<file path="src/hw/rtl/sts_pkg.sv">
// sts_pkg: shared types, constants and byte-class functions of the sql token scanner
// no dependencies; used by every rtl file of the block but sts_if

package sts_pkg;

  localparam int MaxStatementBytes = 65536;
  localparam int KwMaxChars        = 6;
  localparam int KwCount           = 15;
  localparam int KwTextChars       = 6;
  localparam int QDepth            = 4;

  localparam int PosW    = $clog2(MaxStatementBytes + 1);
  localparam int IlenW   = $clog2(KwMaxChars + 2);
  localparam int KwIdxW  = $clog2(KwMaxChars);
  localparam int QPtrW   = $clog2(QDepth);
  localparam int QCntW   = $clog2(QDepth + 1);

  localparam logic [IlenW-1:0] IlenMax = IlenW'(KwMaxChars + 1);

  // token kinds
  localparam logic [5:0] KIND_END    = 6'd0;
  localparam logic [5:0] KIND_IDENT  = 6'd1;
  localparam logic [5:0] KIND_INT    = 6'd2;
  localparam logic [5:0] KIND_STR    = 6'd3;
  localparam logic [5:0] KIND_KW0    = 6'd4;
  localparam logic [5:0] KIND_NEQ    = 6'd19;
  localparam logic [5:0] KIND_LTE    = 6'd20;
  localparam logic [5:0] KIND_GTE    = 6'd21;
  localparam logic [5:0] KIND_COMMA  = 6'd22;
  localparam logic [5:0] KIND_SEMI   = 6'd23;
  localparam logic [5:0] KIND_LPAREN = 6'd24;
  localparam logic [5:0] KIND_RPAREN = 6'd25;
  localparam logic [5:0] KIND_EQ     = 6'd26;
  localparam logic [5:0] KIND_LT     = 6'd27;
  localparam logic [5:0] KIND_GT     = 6'd28;
  localparam logic [5:0] KIND_PLUS   = 6'd29;
  localparam logic [5:0] KIND_MINUS  = 6'd30;
  localparam logic [5:0] KIND_STAR   = 6'd31;
  localparam logic [5:0] KIND_SLASH  = 6'd32;
  localparam logic [5:0] KIND_DOT    = 6'd33;

  // error codes
  localparam logic [1:0] ERR_NONE    = 2'd0;
  localparam logic [1:0] ERR_UNKNOWN = 2'd1;
  localparam logic [1:0] ERR_UNTERM  = 2'd2;
  localparam logic [1:0] ERR_LONG    = 2'd3;

  // characters
  localparam logic [7:0] CH_QUOTE  = 8'h27;
  localparam logic [7:0] CH_BSLASH = 8'h5c;
  localparam logic [7:0] CH_LT     = 8'h3c;
  localparam logic [7:0] CH_GT     = 8'h3e;
  localparam logic [7:0] CH_EQ     = 8'h3d;
  localparam logic [7:0] CH_USCORE = 8'h5f;

  // keyword text, right aligned, first character in the highest used byte
  localparam logic [KwTextChars*8-1:0] KwText [KwCount] = '{
    "SELECT", "FROM", "WHERE", "INSERT", "INTO", "VALUES", "UPDATE", "SET",
    "DELETE", "CREATE", "TABLE", "BEGIN", "COMMIT", "AND", "OR"
  };
  localparam int KwLen [KwCount] = '{6, 4, 5, 6, 4, 6, 6, 3, 6, 6, 5, 5, 6, 3, 2};

  typedef enum logic [2:0] {
    MODE_IDLE,
    MODE_IDENT,
    MODE_NUM,
    MODE_STR,
    MODE_ESC,
    MODE_LT,
    MODE_GT
  } scan_mode_e;

  typedef struct packed {
    logic [5:0]  kind;
    logic [15:0] start;
    logic [15:0] length;
    logic [1:0]  err;
  } result_t;

  typedef struct packed {
    logic [1:0]       count;
    result_t [2:0]    res;
  } bundle_t;

  typedef struct packed {
    logic       hit;
    logic [5:0] kind;
  } punct_t;

  typedef logic [KwMaxChars-1:0][7:0] kw_buf_t;

  function automatic logic is_space(input logic [7:0] c);
    return c inside {[8'd9:8'd13], 8'd32};
  endfunction

  function automatic logic is_alpha(input logic [7:0] c);
    return c inside {[8'd65:8'd90], [8'd97:8'd122]};
  endfunction

  function automatic logic is_digit(input logic [7:0] c);
    return c inside {[8'd48:8'd57]};
  endfunction

  function automatic logic [7:0] to_upper(input logic [7:0] c);
    return (c inside {[8'd97:8'd122]}) ? c - 8'd32 : c;
  endfunction

  function automatic punct_t punct_kind(input logic [7:0] c);
    punct_t p;
    p.hit = 1'b1;
    case (c)
      8'h2c:   p.kind = KIND_COMMA;
      8'h3b:   p.kind = KIND_SEMI;
      8'h28:   p.kind = KIND_LPAREN;
      8'h29:   p.kind = KIND_RPAREN;
      CH_EQ:   p.kind = KIND_EQ;
      CH_LT:   p.kind = KIND_LT;
      CH_GT:   p.kind = KIND_GT;
      8'h2b:   p.kind = KIND_PLUS;
      8'h2d:   p.kind = KIND_MINUS;
      8'h2a:   p.kind = KIND_STAR;
      8'h2f:   p.kind = KIND_SLASH;
      8'h2e:   p.kind = KIND_DOT;
      default: begin
        p.hit  = 1'b0;
        p.kind = KIND_END;
      end
    endcase
    return p;
  endfunction

  // keyword match over the upper-cased prefix; len saturates past KwMaxChars
  function automatic logic [5:0] ident_kind(input kw_buf_t b, input logic [IlenW-1:0] len);
    logic [5:0] kind;
    logic       hit;
    kind = KIND_IDENT;
    for (int k = 0; k < KwCount; k++) begin
      hit = (len == IlenW'(KwLen[k]));
      for (int i = 0; i < KwTextChars; i++) begin
        if (i < KwLen[k]) begin
          hit = hit && (b[i] == KwText[k][(KwLen[k] - 1 - i) * 8 +: 8]);
        end
      end
      if (hit) begin
        kind = KIND_KW0 + 6'(k);
      end
    end
    return kind;
  endfunction

endpackage

</file>
<file path="src/hw/rtl/sts_if.sv">
// sts_if: valid/ready channel interfaces of the sql token scanner
// byte words in, token words out; no dependencies

interface sts_in_if;
  logic       valid;
  logic       ready;
  logic [7:0] text_byte;
  logic       final_byte;

  modport source (output valid, text_byte, final_byte, input ready);
  modport sink (input valid, text_byte, final_byte, output ready);
endinterface

interface sts_out_if;
  logic        valid;
  logic        ready;
  logic [5:0]  token_kind;
  logic [15:0] token_start;
  logic [15:0] token_length;
  logic [1:0]  error_code;
  logic        run_last;

  modport source (output valid, token_kind, token_start, token_length, error_code, run_last,
                  input ready);
  modport sink (input valid, token_kind, token_start, token_length, error_code, run_last,
                output ready);
endinterface

</file>
<file path="src/hw/rtl/sql_token_scanner.sv">
// sql_token_scanner: top level of the streaming sql token scanner
// depends on sts_pkg, sts_if, sts_front, sts_queue and sts_back
//
//   channel  dir  handshake     word
//   in_i     in   valid/ready   text_byte, final_byte
//   out_o    out  valid/ready   token_kind, token_start, token_length, error_code, run_last
//
// one byte per cycle while each byte yields at most one token and the output is taken;
// a byte that yields more tokens holds the output register for one word per token,
// sent by the single output stage; a four-bundle queue lets the front keep taking bytes
// while the output is stalled; a token is registered in the queue, then in the output register
// rst_ni clears scan state, queue and output valid; no clearing pass is needed

module sql_token_scanner import sts_pkg::*; (
  input  logic      clk_i,
  input  logic      rst_ni,
  sts_in_if.sink    in_i,
  sts_out_if.source out_o
);

  logic    push;
  logic    full;
  logic    pop;
  logic    empty;
  bundle_t push_data;
  bundle_t head;

  sts_front u_front (
    .clk_i    (clk_i),
    .rst_ni   (rst_ni),
    .in_i     (in_i),
    .full_i   (full),
    .push_o   (push),
    .bundle_o (push_data)
  );

  sts_queue u_queue (
    .clk_i       (clk_i),
    .rst_ni      (rst_ni),
    .push_i      (push),
    .push_data_i (push_data),
    .full_o      (full),
    .pop_i       (pop),
    .head_o      (head),
    .empty_o     (empty)
  );

  sts_back u_back (
    .clk_i   (clk_i),
    .rst_ni  (rst_ni),
    .head_i  (head),
    .empty_i (empty),
    .pop_o   (pop),
    .out_o   (out_o)
  );

endmodule

</file>
<file path="src/hw/rtl/sts_front.sv">
// sts_front: accepts text bytes, runs the scan state machine and packs the
// tokens of each byte into one bundle; depends on sts_pkg and sts_in_if

module sts_front import sts_pkg::*; (
  input  logic        clk_i,
  input  logic        rst_ni,
  sts_in_if.sink      in_i,
  input  logic        full_i,
  output logic        push_o,
  output bundle_t     bundle_o
);

  scan_mode_e        mode_q, mode_d;
  logic [15:0]       tb_q, tb_d;
  logic [PosW-1:0]   pos_q, pos_d;
  logic [IlenW-1:0]  ilen_q, ilen_d;
  logic              err_q, err_d;
  kw_buf_t           buf_q, buf_d;

  logic              acc;
  logic [7:0]        c;
  logic              fin;
  logic [15:0]       pos16;
  logic [15:0]       pos1;
  logic              too_long;
  logic              consumed;
  logic              halt;
  punct_t            pk;
  result_t [3:0]     cand;
  logic [3:0]        cv;
  logic [1:0]        n;

  assign in_i.ready = !full_i;
  assign acc        = in_i.valid && !full_i;
  assign c          = in_i.text_byte;
  assign fin        = in_i.final_byte;
  assign pos16      = 16'(pos_q);
  assign pos1       = pos16 + 16'd1;
  assign too_long   = pos_q >= PosW'(MaxStatementBytes);
  assign pk         = punct_kind(c);

  always_ff @(posedge clk_i or negedge rst_ni) begin
    if (!rst_ni) begin
      mode_q <= MODE_IDLE;
      tb_q   <= '0;
      pos_q  <= '0;
      ilen_q <= '0;
      err_q  <= 1'b0;
    end else begin
      mode_q <= mode_d;
      tb_q   <= tb_d;
      pos_q  <= pos_d;
      ilen_q <= ilen_d;
      err_q  <= err_d;
    end
  end

  always_ff @(posedge clk_i) begin
    buf_q <= buf_d;
  end

  always_comb begin
    mode_d   = mode_q;
    tb_d     = tb_q;
    pos_d    = pos_q;
    ilen_d   = ilen_q;
    err_d    = err_q;
    buf_d    = buf_q;
    cand     = '0;
    cv       = '0;
    consumed = 1'b0;
    halt     = 1'b0;
    n        = '0;
    bundle_o = '0;

    if (acc) begin
      if (err_q) begin
        if (fin) begin
          mode_d = MODE_IDLE;
          tb_d   = '0;
          pos_d  = '0;
          ilen_d = '0;
          err_d  = 1'b0;
        end
      end else if (too_long) begin
        cv[1]   = 1'b1;
        cand[1] = '{KIND_END, pos16, 16'd0, ERR_LONG};
        mode_d  = MODE_IDLE;
        if (fin) begin
          tb_d   = '0;
          pos_d  = '0;
          ilen_d = '0;
        end else begin
          err_d = 1'b1;
        end
      end else begin
        case (mode_q)
          MODE_STR: begin
            consumed = 1'b1;
            if (c == CH_QUOTE) begin
              cv[0]   = 1'b1;
              cand[0] = '{KIND_STR, tb_q, pos16 - tb_q, ERR_NONE};
              mode_d  = MODE_IDLE;
            end else if (c == CH_BSLASH) begin
              mode_d = MODE_ESC;
            end
          end
          MODE_ESC: begin
            consumed = 1'b1;
            mode_d   = MODE_STR;
          end
          MODE_LT: begin
            if (c == CH_GT || c == CH_EQ) begin
              consumed = 1'b1;
              cv[0]    = 1'b1;
              cand[0]  = '{(c == CH_GT) ? KIND_NEQ : KIND_LTE, tb_q, 16'd2, ERR_NONE};
              mode_d   = MODE_IDLE;
            end
          end
          MODE_GT: begin
            if (c == CH_EQ) begin
              consumed = 1'b1;
              cv[0]    = 1'b1;
              cand[0]  = '{KIND_GTE, tb_q, 16'd2, ERR_NONE};
              mode_d   = MODE_IDLE;
            end
          end
          MODE_IDENT: begin
            if (is_alpha(c) || is_digit(c) || c == CH_USCORE) begin
              consumed = 1'b1;
              if (ilen_q < IlenW'(KwMaxChars)) begin
                buf_d[ilen_q[KwIdxW-1:0]] = to_upper(c);
              end
              if (ilen_q != IlenMax) begin
                ilen_d = ilen_q + IlenW'(1);
              end
            end
          end
          MODE_NUM: begin
            consumed = is_digit(c);
          end
          default: ;
        endcase

        if (!consumed) begin
          // flush the token this byte ends
          if (mode_q == MODE_IDENT) begin
            cv[0]   = 1'b1;
            cand[0] = '{ident_kind(buf_q, ilen_q), tb_q, pos16 - tb_q, ERR_NONE};
          end else if (mode_q == MODE_NUM) begin
            cv[0]   = 1'b1;
            cand[0] = '{KIND_INT, tb_q, pos16 - tb_q, ERR_NONE};
          end else if (mode_q == MODE_LT) begin
            cv[0]   = 1'b1;
            cand[0] = '{KIND_LT, tb_q, 16'd1, ERR_NONE};
          end else if (mode_q == MODE_GT) begin
            cv[0]   = 1'b1;
            cand[0] = '{KIND_GT, tb_q, 16'd1, ERR_NONE};
          end
          mode_d = MODE_IDLE;

          if (is_space(c)) begin
            mode_d = MODE_IDLE;
          end else if (is_alpha(c) || c == CH_USCORE) begin
            mode_d   = MODE_IDENT;
            tb_d     = pos16;
            buf_d[0] = to_upper(c);
            ilen_d   = IlenW'(1);
          end else if (is_digit(c)) begin
            mode_d = MODE_NUM;
            tb_d   = pos16;
          end else if (c == CH_QUOTE) begin
            mode_d = MODE_STR;
            tb_d   = pos1;
          end else if (c == CH_LT && !fin) begin
            mode_d = MODE_LT;
            tb_d   = pos16;
          end else if (c == CH_GT && !fin) begin
            mode_d = MODE_GT;
            tb_d   = pos16;
          end else if (pk.hit) begin
            cv[1]   = 1'b1;
            cand[1] = '{pk.kind, pos16, 16'd1, ERR_NONE};
          end else begin
            cv[1]   = 1'b1;
            cand[1] = '{KIND_END, pos16, 16'd0, ERR_UNKNOWN};
            halt    = 1'b1;
            if (fin) begin
              tb_d   = '0;
              pos_d  = '0;
              ilen_d = '0;
            end else begin
              err_d = 1'b1;
            end
          end
        end

        if (!halt) begin
          pos_d = pos_q + PosW'(1);
          if (fin) begin
            if (mode_d == MODE_STR || mode_d == MODE_ESC) begin
              cv[3]   = 1'b1;
              cand[3] = '{KIND_END, tb_d, 16'd0, ERR_UNTERM};
            end else begin
              if (mode_d == MODE_IDENT) begin
                cv[2]   = 1'b1;
                cand[2] = '{ident_kind(buf_d, ilen_d), tb_d, pos1 - tb_d, ERR_NONE};
              end else if (mode_d == MODE_NUM) begin
                cv[2]   = 1'b1;
                cand[2] = '{KIND_INT, tb_d, pos1 - tb_d, ERR_NONE};
              end else if (mode_d == MODE_LT) begin
                cv[2]   = 1'b1;
                cand[2] = '{KIND_LT, tb_d, 16'd1, ERR_NONE};
              end else if (mode_d == MODE_GT) begin
                cv[2]   = 1'b1;
                cand[2] = '{KIND_GT, tb_d, 16'd1, ERR_NONE};
              end
              cv[3]   = 1'b1;
              cand[3] = '{KIND_END, pos1, 16'd0, ERR_NONE};
            end
            mode_d = MODE_IDLE;
            tb_d   = '0;
            pos_d  = '0;
            ilen_d = '0;
            err_d  = 1'b0;
          end
        end
      end
    end

    // pack the valid candidates in order, at most three per byte
    for (int j = 0; j < 4; j++) begin
      if (cv[j] && n != 2'd3) begin
        bundle_o.res[n] = cand[j];
        n = n + 2'd1;
      end
    end
    bundle_o.count = n;
  end

  assign push_o = acc && (n != 2'd0);

endmodule

</file>
<file path="src/hw/rtl/sts_queue.sv">
// sts_queue: small bundle queue between the scan front and the output back
// depends on sts_pkg

module sts_queue import sts_pkg::*; (
  input  logic    clk_i,
  input  logic    rst_ni,
  input  logic    push_i,
  input  bundle_t push_data_i,
  output logic    full_o,
  input  logic    pop_i,
  output bundle_t head_o,
  output logic    empty_o
);

  bundle_t           mem_q [QDepth];
  logic [QPtrW-1:0]  wr_ptr_q, rd_ptr_q;
  logic [QCntW-1:0]  cnt_q;

  assign full_o  = cnt_q == QCntW'(QDepth);
  assign empty_o = cnt_q == '0;
  assign head_o  = mem_q[rd_ptr_q];

  always_ff @(posedge clk_i or negedge rst_ni) begin
    if (!rst_ni) begin
      wr_ptr_q <= '0;
      rd_ptr_q <= '0;
      cnt_q    <= '0;
    end else begin
      if (push_i) begin
        wr_ptr_q <= wr_ptr_q + QPtrW'(1);
      end
      if (pop_i) begin
        rd_ptr_q <= rd_ptr_q + QPtrW'(1);
      end
      cnt_q <= cnt_q + QCntW'(push_i) - QCntW'(pop_i);
    end
  end

  always_ff @(posedge clk_i) begin
    if (push_i) begin
      mem_q[wr_ptr_q] <= push_data_i;
    end
  end

endmodule

</file>
<file path="src/hw/rtl/sts_back.sv">
// sts_back: walks the queued bundles and drives one token word per cycle, while the output
// register is empty or taken; depends on sts_pkg and sts_out_if

module sts_back import sts_pkg::*; (
  input  logic     clk_i,
  input  logic     rst_ni,
  input  bundle_t  head_i,
  input  logic     empty_i,
  output logic     pop_o,
  sts_out_if.source out_o
);

  result_t     out_q;
  logic        last_q;
  logic        valid_q;
  logic [1:0]  idx_q;
  logic        load;
  logic        last;

  assign load  = !empty_i && (!valid_q || out_o.ready);
  assign last  = idx_q == (head_i.count - 2'd1);
  assign pop_o = load && last;

  always_ff @(posedge clk_i or negedge rst_ni) begin
    if (!rst_ni) begin
      valid_q <= 1'b0;
      idx_q   <= '0;
    end else begin
      if (load) begin
        valid_q <= 1'b1;
        idx_q   <= last ? 2'd0 : idx_q + 2'd1;
      end else if (out_o.ready) begin
        valid_q <= 1'b0;
      end
    end
  end

  always_ff @(posedge clk_i) begin
    if (load) begin
      out_q  <= head_i.res[idx_q];
      last_q <= last;
    end
  end

  assign out_o.valid        = valid_q;
  assign out_o.token_kind   = out_q.kind;
  assign out_o.token_start  = out_q.start;
  assign out_o.token_length = out_q.length;
  assign out_o.error_code   = out_q.err;
  assign out_o.run_last     = last_q;

endmodule

</file>
<file path="src/flat_wrapper.sv">
// flat-port wrapper written by rule: the top's interface ports become plain ports
module sql_token_scanner_flat import sts_pkg::*;
  (clk_i, rst_ni, in_i_valid, in_i_text_byte, in_i_final_byte, in_i_ready, out_o_valid, out_o_token_kind, out_o_token_start, out_o_token_length, out_o_error_code, out_o_run_last, out_o_ready);
  sts_in_if in_i_i ();
  sts_out_if out_o_i ();
  input  logic clk_i;
  input  logic rst_ni;
  input wire logic [$bits(in_i_i.valid)-1:0] in_i_valid;
  input wire logic [$bits(in_i_i.text_byte)-1:0] in_i_text_byte;
  input wire logic [$bits(in_i_i.final_byte)-1:0] in_i_final_byte;
  output wire logic [$bits(in_i_i.ready)-1:0] in_i_ready;
  output wire logic [$bits(out_o_i.valid)-1:0] out_o_valid;
  output wire logic [$bits(out_o_i.token_kind)-1:0] out_o_token_kind;
  output wire logic [$bits(out_o_i.token_start)-1:0] out_o_token_start;
  output wire logic [$bits(out_o_i.token_length)-1:0] out_o_token_length;
  output wire logic [$bits(out_o_i.error_code)-1:0] out_o_error_code;
  output wire logic [$bits(out_o_i.run_last)-1:0] out_o_run_last;
  input wire logic [$bits(out_o_i.ready)-1:0] out_o_ready;
  assign in_i_i.valid = in_i_valid;
  assign in_i_i.text_byte = in_i_text_byte;
  assign in_i_i.final_byte = in_i_final_byte;
  assign in_i_ready = in_i_i.ready;
  assign out_o_valid = out_o_i.valid;
  assign out_o_token_kind = out_o_i.token_kind;
  assign out_o_token_start = out_o_i.token_start;
  assign out_o_token_length = out_o_i.token_length;
  assign out_o_error_code = out_o_i.error_code;
  assign out_o_run_last = out_o_i.run_last;
  assign out_o_i.ready = out_o_ready;
  sql_token_scanner u_core (.clk_i(clk_i), .rst_ni(rst_ni), .in_i(in_i_i), .out_o(out_o_i));
endmodule
</file>
<file path="config.mk">
export PLATFORM = sky130hd
export DESIGN_NAME = sql_token_scanner_flat
export DESIGN_NICKNAME = d
export VERILOG_FILES = /design/src/hw/rtl/sts_pkg.sv /design/src/hw/rtl/sts_if.sv /design/src/hw/rtl/sql_token_scanner.sv /design/src/hw/rtl/sts_front.sv /design/src/hw/rtl/sts_queue.sv /design/src/hw/rtl/sts_back.sv /design/src/flat_wrapper.sv
export SDC_FILE = /design/constraint.sdc
export NUM_CORES = 1
export LEC_CHECK = 0
export ABC_AREA = 1
export BUFFER_PORTS_ARGS = -buffer_cell sky130_fd_sc_hd__clkbuf_2
export CAP_MARGIN = 20
export CORE_MARGIN = 8
export CORE_UTILIZATION = 50
export CTS_CLUSTER_SIZE = 14
export DETAILED_ROUTE_END_ITERATION = 6
export PLACE_DENSITY = 0.75
export REMOVE_ABC_BUFFERS = 1
export SLEW_MARGIN = 20
export SYNTH_ARGS = -nofsm -noshare
export SYNTH_HDL_FRONTEND = slang
export SYNTH_HIERARCHICAL = 1
export SYNTH_SLANG_ARGS = --single-unit
</file>
<file path="constraint.sdc">
create_clock -name clk_i -period 18.26 [get_ports clk_i]
set_input_delay 3.652 -clock clk_i [delete_from_list [all_inputs] [get_ports clk_i]]
set_output_delay 3.652 -clock clk_i [all_outputs]
set_load 0.01 [all_outputs]
</file>
==> run_results.csv <==
group,metric,value,unit
global_routing,grt_pass1_vias,27600,
clock_tree,cts_setup_buffers,0,
setup_path,cpMostUsedCell,"nand2_1",
timing,rsz0062_at_grt,"false",
global_routing,antenna_found_initial,0,
timing,clock_skew,0.0335,ns
clock_tree,clkLatencyLatePin,0.62,ns
pwr,power_frac_seq,34.0,%
pwr,pwr-share-clk,21.5,%
timing,setup_viol,0,
clock_tree,cts-root-buf,"clkbuf_16",
clock_tree,numCtsBuffers,68,
timing,fmax,0.0903,GHz
yosys,synthCells,4185,
yosys,synth_area_leaders,"edfxtp_1, nand2_1, inv_1",
detailed_routing,num_vias,28900,
cells_and_area,fillers,6211,
timing,slew_viol_final,0,
setup_path,crit_type,"in2reg",
detailed_routing,ant_nets,0,
setup_path,cpPeakStageDelay,0.83,ns
setup_path,r2r_start,"u_core/u_front/mode_q[1]$_DFFE_PN0P_",
setup_path,reg2reg_slack,10.20,ns
setup_path,crit_path_end_kind,"register",
yosys,yosysWarnings,6,
detailed_routing,drt_iter0_markers,3347,
clock_tree,ctsHoldBuffers,0,
cells_and_area,syn_to_final_growth,8.19,%
pwr,ir_drop,0.0944,mV
pwr,power_density,169,nW/um^2
clock_tree,clockBufferDepth,3,
global_routing,grt_usage,24.7,%
cells_and_area,finalNetCount,4238,
status,status,"finished, final reports clean",
die,pin_count,56,
clock_tree,cts_tree,"built",
die,core_area,69800,sq um
yosys,synth-seq-area-share,52.9,%
clock_tree,cts_resized,0,
setup_path,cp.arrival,11.29,ns
cells_and_area,diodes,0,
timing,worstMarginPinSlew,1.15,ns
yosys,synth_cell_type_count,62,
yosys,synth.top_cell.area_share,49.3,%
placed_design,gp_congestion,0.991,
detailed_routing,wl_per_cell,19.2,um
detailed_routing,route.detailed.drc,0,
die,row_count,97,
yosys,synth_area,35100,sq um
setup_path,critPathSlowestCell,"buf_4",
placed_design,io_buffers,55,
detailed_routing,first_pass_iters,6,
die,fp.dieW,281,um
global_routing,grt_overflow_total,0,
setup_path,worstSetupEndpoint,"u_core/u_queue/mem_q[1][45]$_DFFE_PP_",
die,initial_core_util,50.3,%
yosys,yosysTopAreaCell,"edfxtp_1",
cells_and_area,final-seq-area,18600,sq um
job,drv_cap,0,
detailed_routing,totalWireLength,99.1,mm
cells_and_area,design_area,38000,sq um
setup_path,rr_endpoint,"u_core/u_queue/mem_q[1][45]$_DFFE_PP_",
pwr,p_int,3.62,mW
setup_path,crit_required,18.47,ns
timing,finalSetupTns,0,ns
min_path,hp-class,"reg2reg",
clock_tree,clk_transition_reported_paths,0.06,ns
pwr,pwr-share-comb,44.5,%
clock_tree,htreeDepth,3,
detailed_routing,routed_via_density,5.60,
timing,fin_crit,11.08,ns
timing,finalCritPeriodShare,60.7,%
cells_and_area,multi_input_area,12500,sq um
global_routing,grt_pass1_wl,154,mm
setup_path,startpoint_type,"input port",
yosys,postSynthAreaPerCell,8.39,sq um
setup_path,r2r_cells,33,
pwr,switchingPower,2.79,mW
timing,max_slew_margin,23.0,%
global_routing,grt_max_degree,88,
placed_design,place_hpwl,63.4,mm
setup_path,cp_max_fo,66,
die,dieArea,79000,sq um
timing,hold_viol_final,0,
placed_design,placed_cell_area,35800,sq um
cells_and_area,drive_gt1_share,6.38,%
yosys,synth_seq_cells,627,
clock_tree,clkSinkCount,627,
pwr,leakagePower,17.0,nW
pwr,p_sw_share,43.5,%
die,die_h,281,um
setup_path,worstSetupStartpoint,"in_i_text_byte[2]",
[cells by family after synthesis]
group	count (synthesis)	share of synthesized area, %
AND/OR/NAND/NOR	1981	24.3
buffers and inverters	981	11.6
flip-flops	627	52.9
AO/OA/AOI/OAI	513	8.40
adder cells (fa/ha/maj)	60	2.20
XOR/XNOR	22	0.570
other	1	0.0107
[layout make-up]
type	count	share of cell area [%]
multi-input combinational	2578	32.8
clock inverter	35	0.955
timing repair buffer	81	1.24
clock buffer	87	4.89
sequential	627	48.9
tap	940	3.10
inverter	809	8.09
[worst max-delay path: cells and delay by family]
kind	cells	cell delay, ns
xor+xnor	1	0.31
buf+inv	10	2.95
fa+ha+maj	2	0.63
simple gates	20	3.68
[registers in the layout, summed over array words and instances, names as in the netlist, 6 cells and up]
signal	flops
u_core/u_back/out_o.token_start	16
u_core/u_front/tb_q	16
u_core/u_back/out_o.token_kind	6
u_core/u_back/out_o.token_length	16
u_core/u_queue/mem_q	488
u_core/u_front/buf_q	48
u_core/u_front/pos_q	17
[metrics by stage]
stage / setup WS [ns] / power (mW) / hold slack, ns / instances / util (%)
finish: 7.18 / 6.40 / 0.527 / 5157 / 54.4
global route: 6.63 / 6.82 / 0.556 / 5157 / 54.4
CTS: 7.31 / 6.38 / 0.534 / 5157 / 54.4
detailed placement: 6.74 / 4.99 / 0.524 / 5035 / 51.3
global placement: 6.92 / 4.95 / 0.520 / 5035 / 51.3
floorplan: 5.50 / 4.14 / 0.478 / 4014 / -
[power groups by stage]
stage | registers (mW) | logic (mW) | clock network, mW
3_5_place_dp | 2.20 | 2.79 | 0
5_1_grt | 2.21 | 3.16 | 1.45
6_report | 2.18 | 2.85 | 1.38
4_1_cts | 2.17 | 2.81 | 1.40
3_3_place_gp | 2.19 | 2.76 | 0
2_1_floorplan | 2.30 | 1.84 | 0
[metal layers]
metal	vias to the layer above	track usage [%]	part of all wire [%]
met5	-	0	0
met4	0	9.99	3.7
met3	242	4.22	9.1
met2	1456	41.4	48
met1	13500	31.7	39
li1	13700	-	-
[layout by cell type, fill, tap and decap left out, types with 6 or more instances in the layout]
cell,instances
clkinv_1,13
buf_4,26
o32ai_1,8
o31ai_1,19
clkbuf_1,14
nand2_1,1046
dfrtp_1,46
clkbuf_16,71
inv_2,18
o21a_1,11
o21ai_0,161
ha_1,57
or2_2,9
o21ai_2,6
edfxtp_1,577
nor3_1,60
clkbuf_2,55
clkinv_2,13
xor2_1,18
a21oi_1,132
o21ai_1,59
nand4_1,57
nor2_1,302
nand2_2,11
bufinv_16,6
nand3b_1,7
a22oi_1,15
nor2_2,7
inv_1,776
inv_6,8
o22ai_1,59
nor4_1,23
o211ai_1,10
o221ai_1,17
nand3_1,431
[worst min path at each step]
stage	cells after the start	slack, ns	to	start
final	1	0.53	u_core/u_queue/wr_ptr_q[0]$_DFFE_PN0P_	u_core/u_queue/wr_ptr_q[0]$_DFFE_PN0P_
after global routing	1	0.56	u_core/u_queue/wr_ptr_q[0]$_DFFE_PN0P_	u_core/u_queue/wr_ptr_q[0]$_DFFE_PN0P_
after CTS	1	0.53	u_core/u_queue/wr_ptr_q[0]$_DFFE_PN0P_	u_core/u_queue/wr_ptr_q[0]$_DFFE_PN0P_
after detailed placement	1	0.52	u_core/u_queue/wr_ptr_q[0]$_DFFE_PN0P_	u_core/u_queue/wr_ptr_q[0]$_DFFE_PN0P_
after global placement	1	0.52	u_core/u_queue/wr_ptr_q[0]$_DFFE_PN0P_	u_core/u_queue/wr_ptr_q[0]$_DFFE_PN0P_
after floorplan	2	0.48	u_core/u_back/out_o.valid$_DFFE_PN0P_	u_core/u_queue/cnt_q[2]$_DFF_PN0_
[cell usage after synthesis (all sizes together)]
| cell | number |
|---|---|
| a211oi | 1 |
| a21oi | 135 |
| a22oi | 15 |
| a311oi | 3 |
| a31oi | 4 |
| and2 | 2 |
| and3 | 2 |
| buf | 139 |
| clkbuf | 33 |
| clkinv | 6 |
| conb | 1 |
| dfrtp | 50 |
| edfxtp | 577 |
| fa | 3 |
| ha | 57 |
| inv | 803 |
| nand2 | 1061 |
| nand3 | 436 |
| nand3b | 7 |
| nand4 | 57 |
| nor2 | 316 |
| nor3 | 62 |
| nor3b | 3 |
| nor4 | 24 |
| o211a | 1 |
| o211ai | 10 |
| o21a | 11 |
| o21ai | 226 |
| o21bai | 2 |
| o221ai | 17 |
| o22ai | 59 |
| o311ai | 1 |
| o31ai | 19 |
| o32ai | 8 |
| o41ai | 1 |
| or2 | 10 |
| or4 | 1 |
| xnor2 | 3 |
| xor2 | 19 |
(Power assumes the default switching activity.)
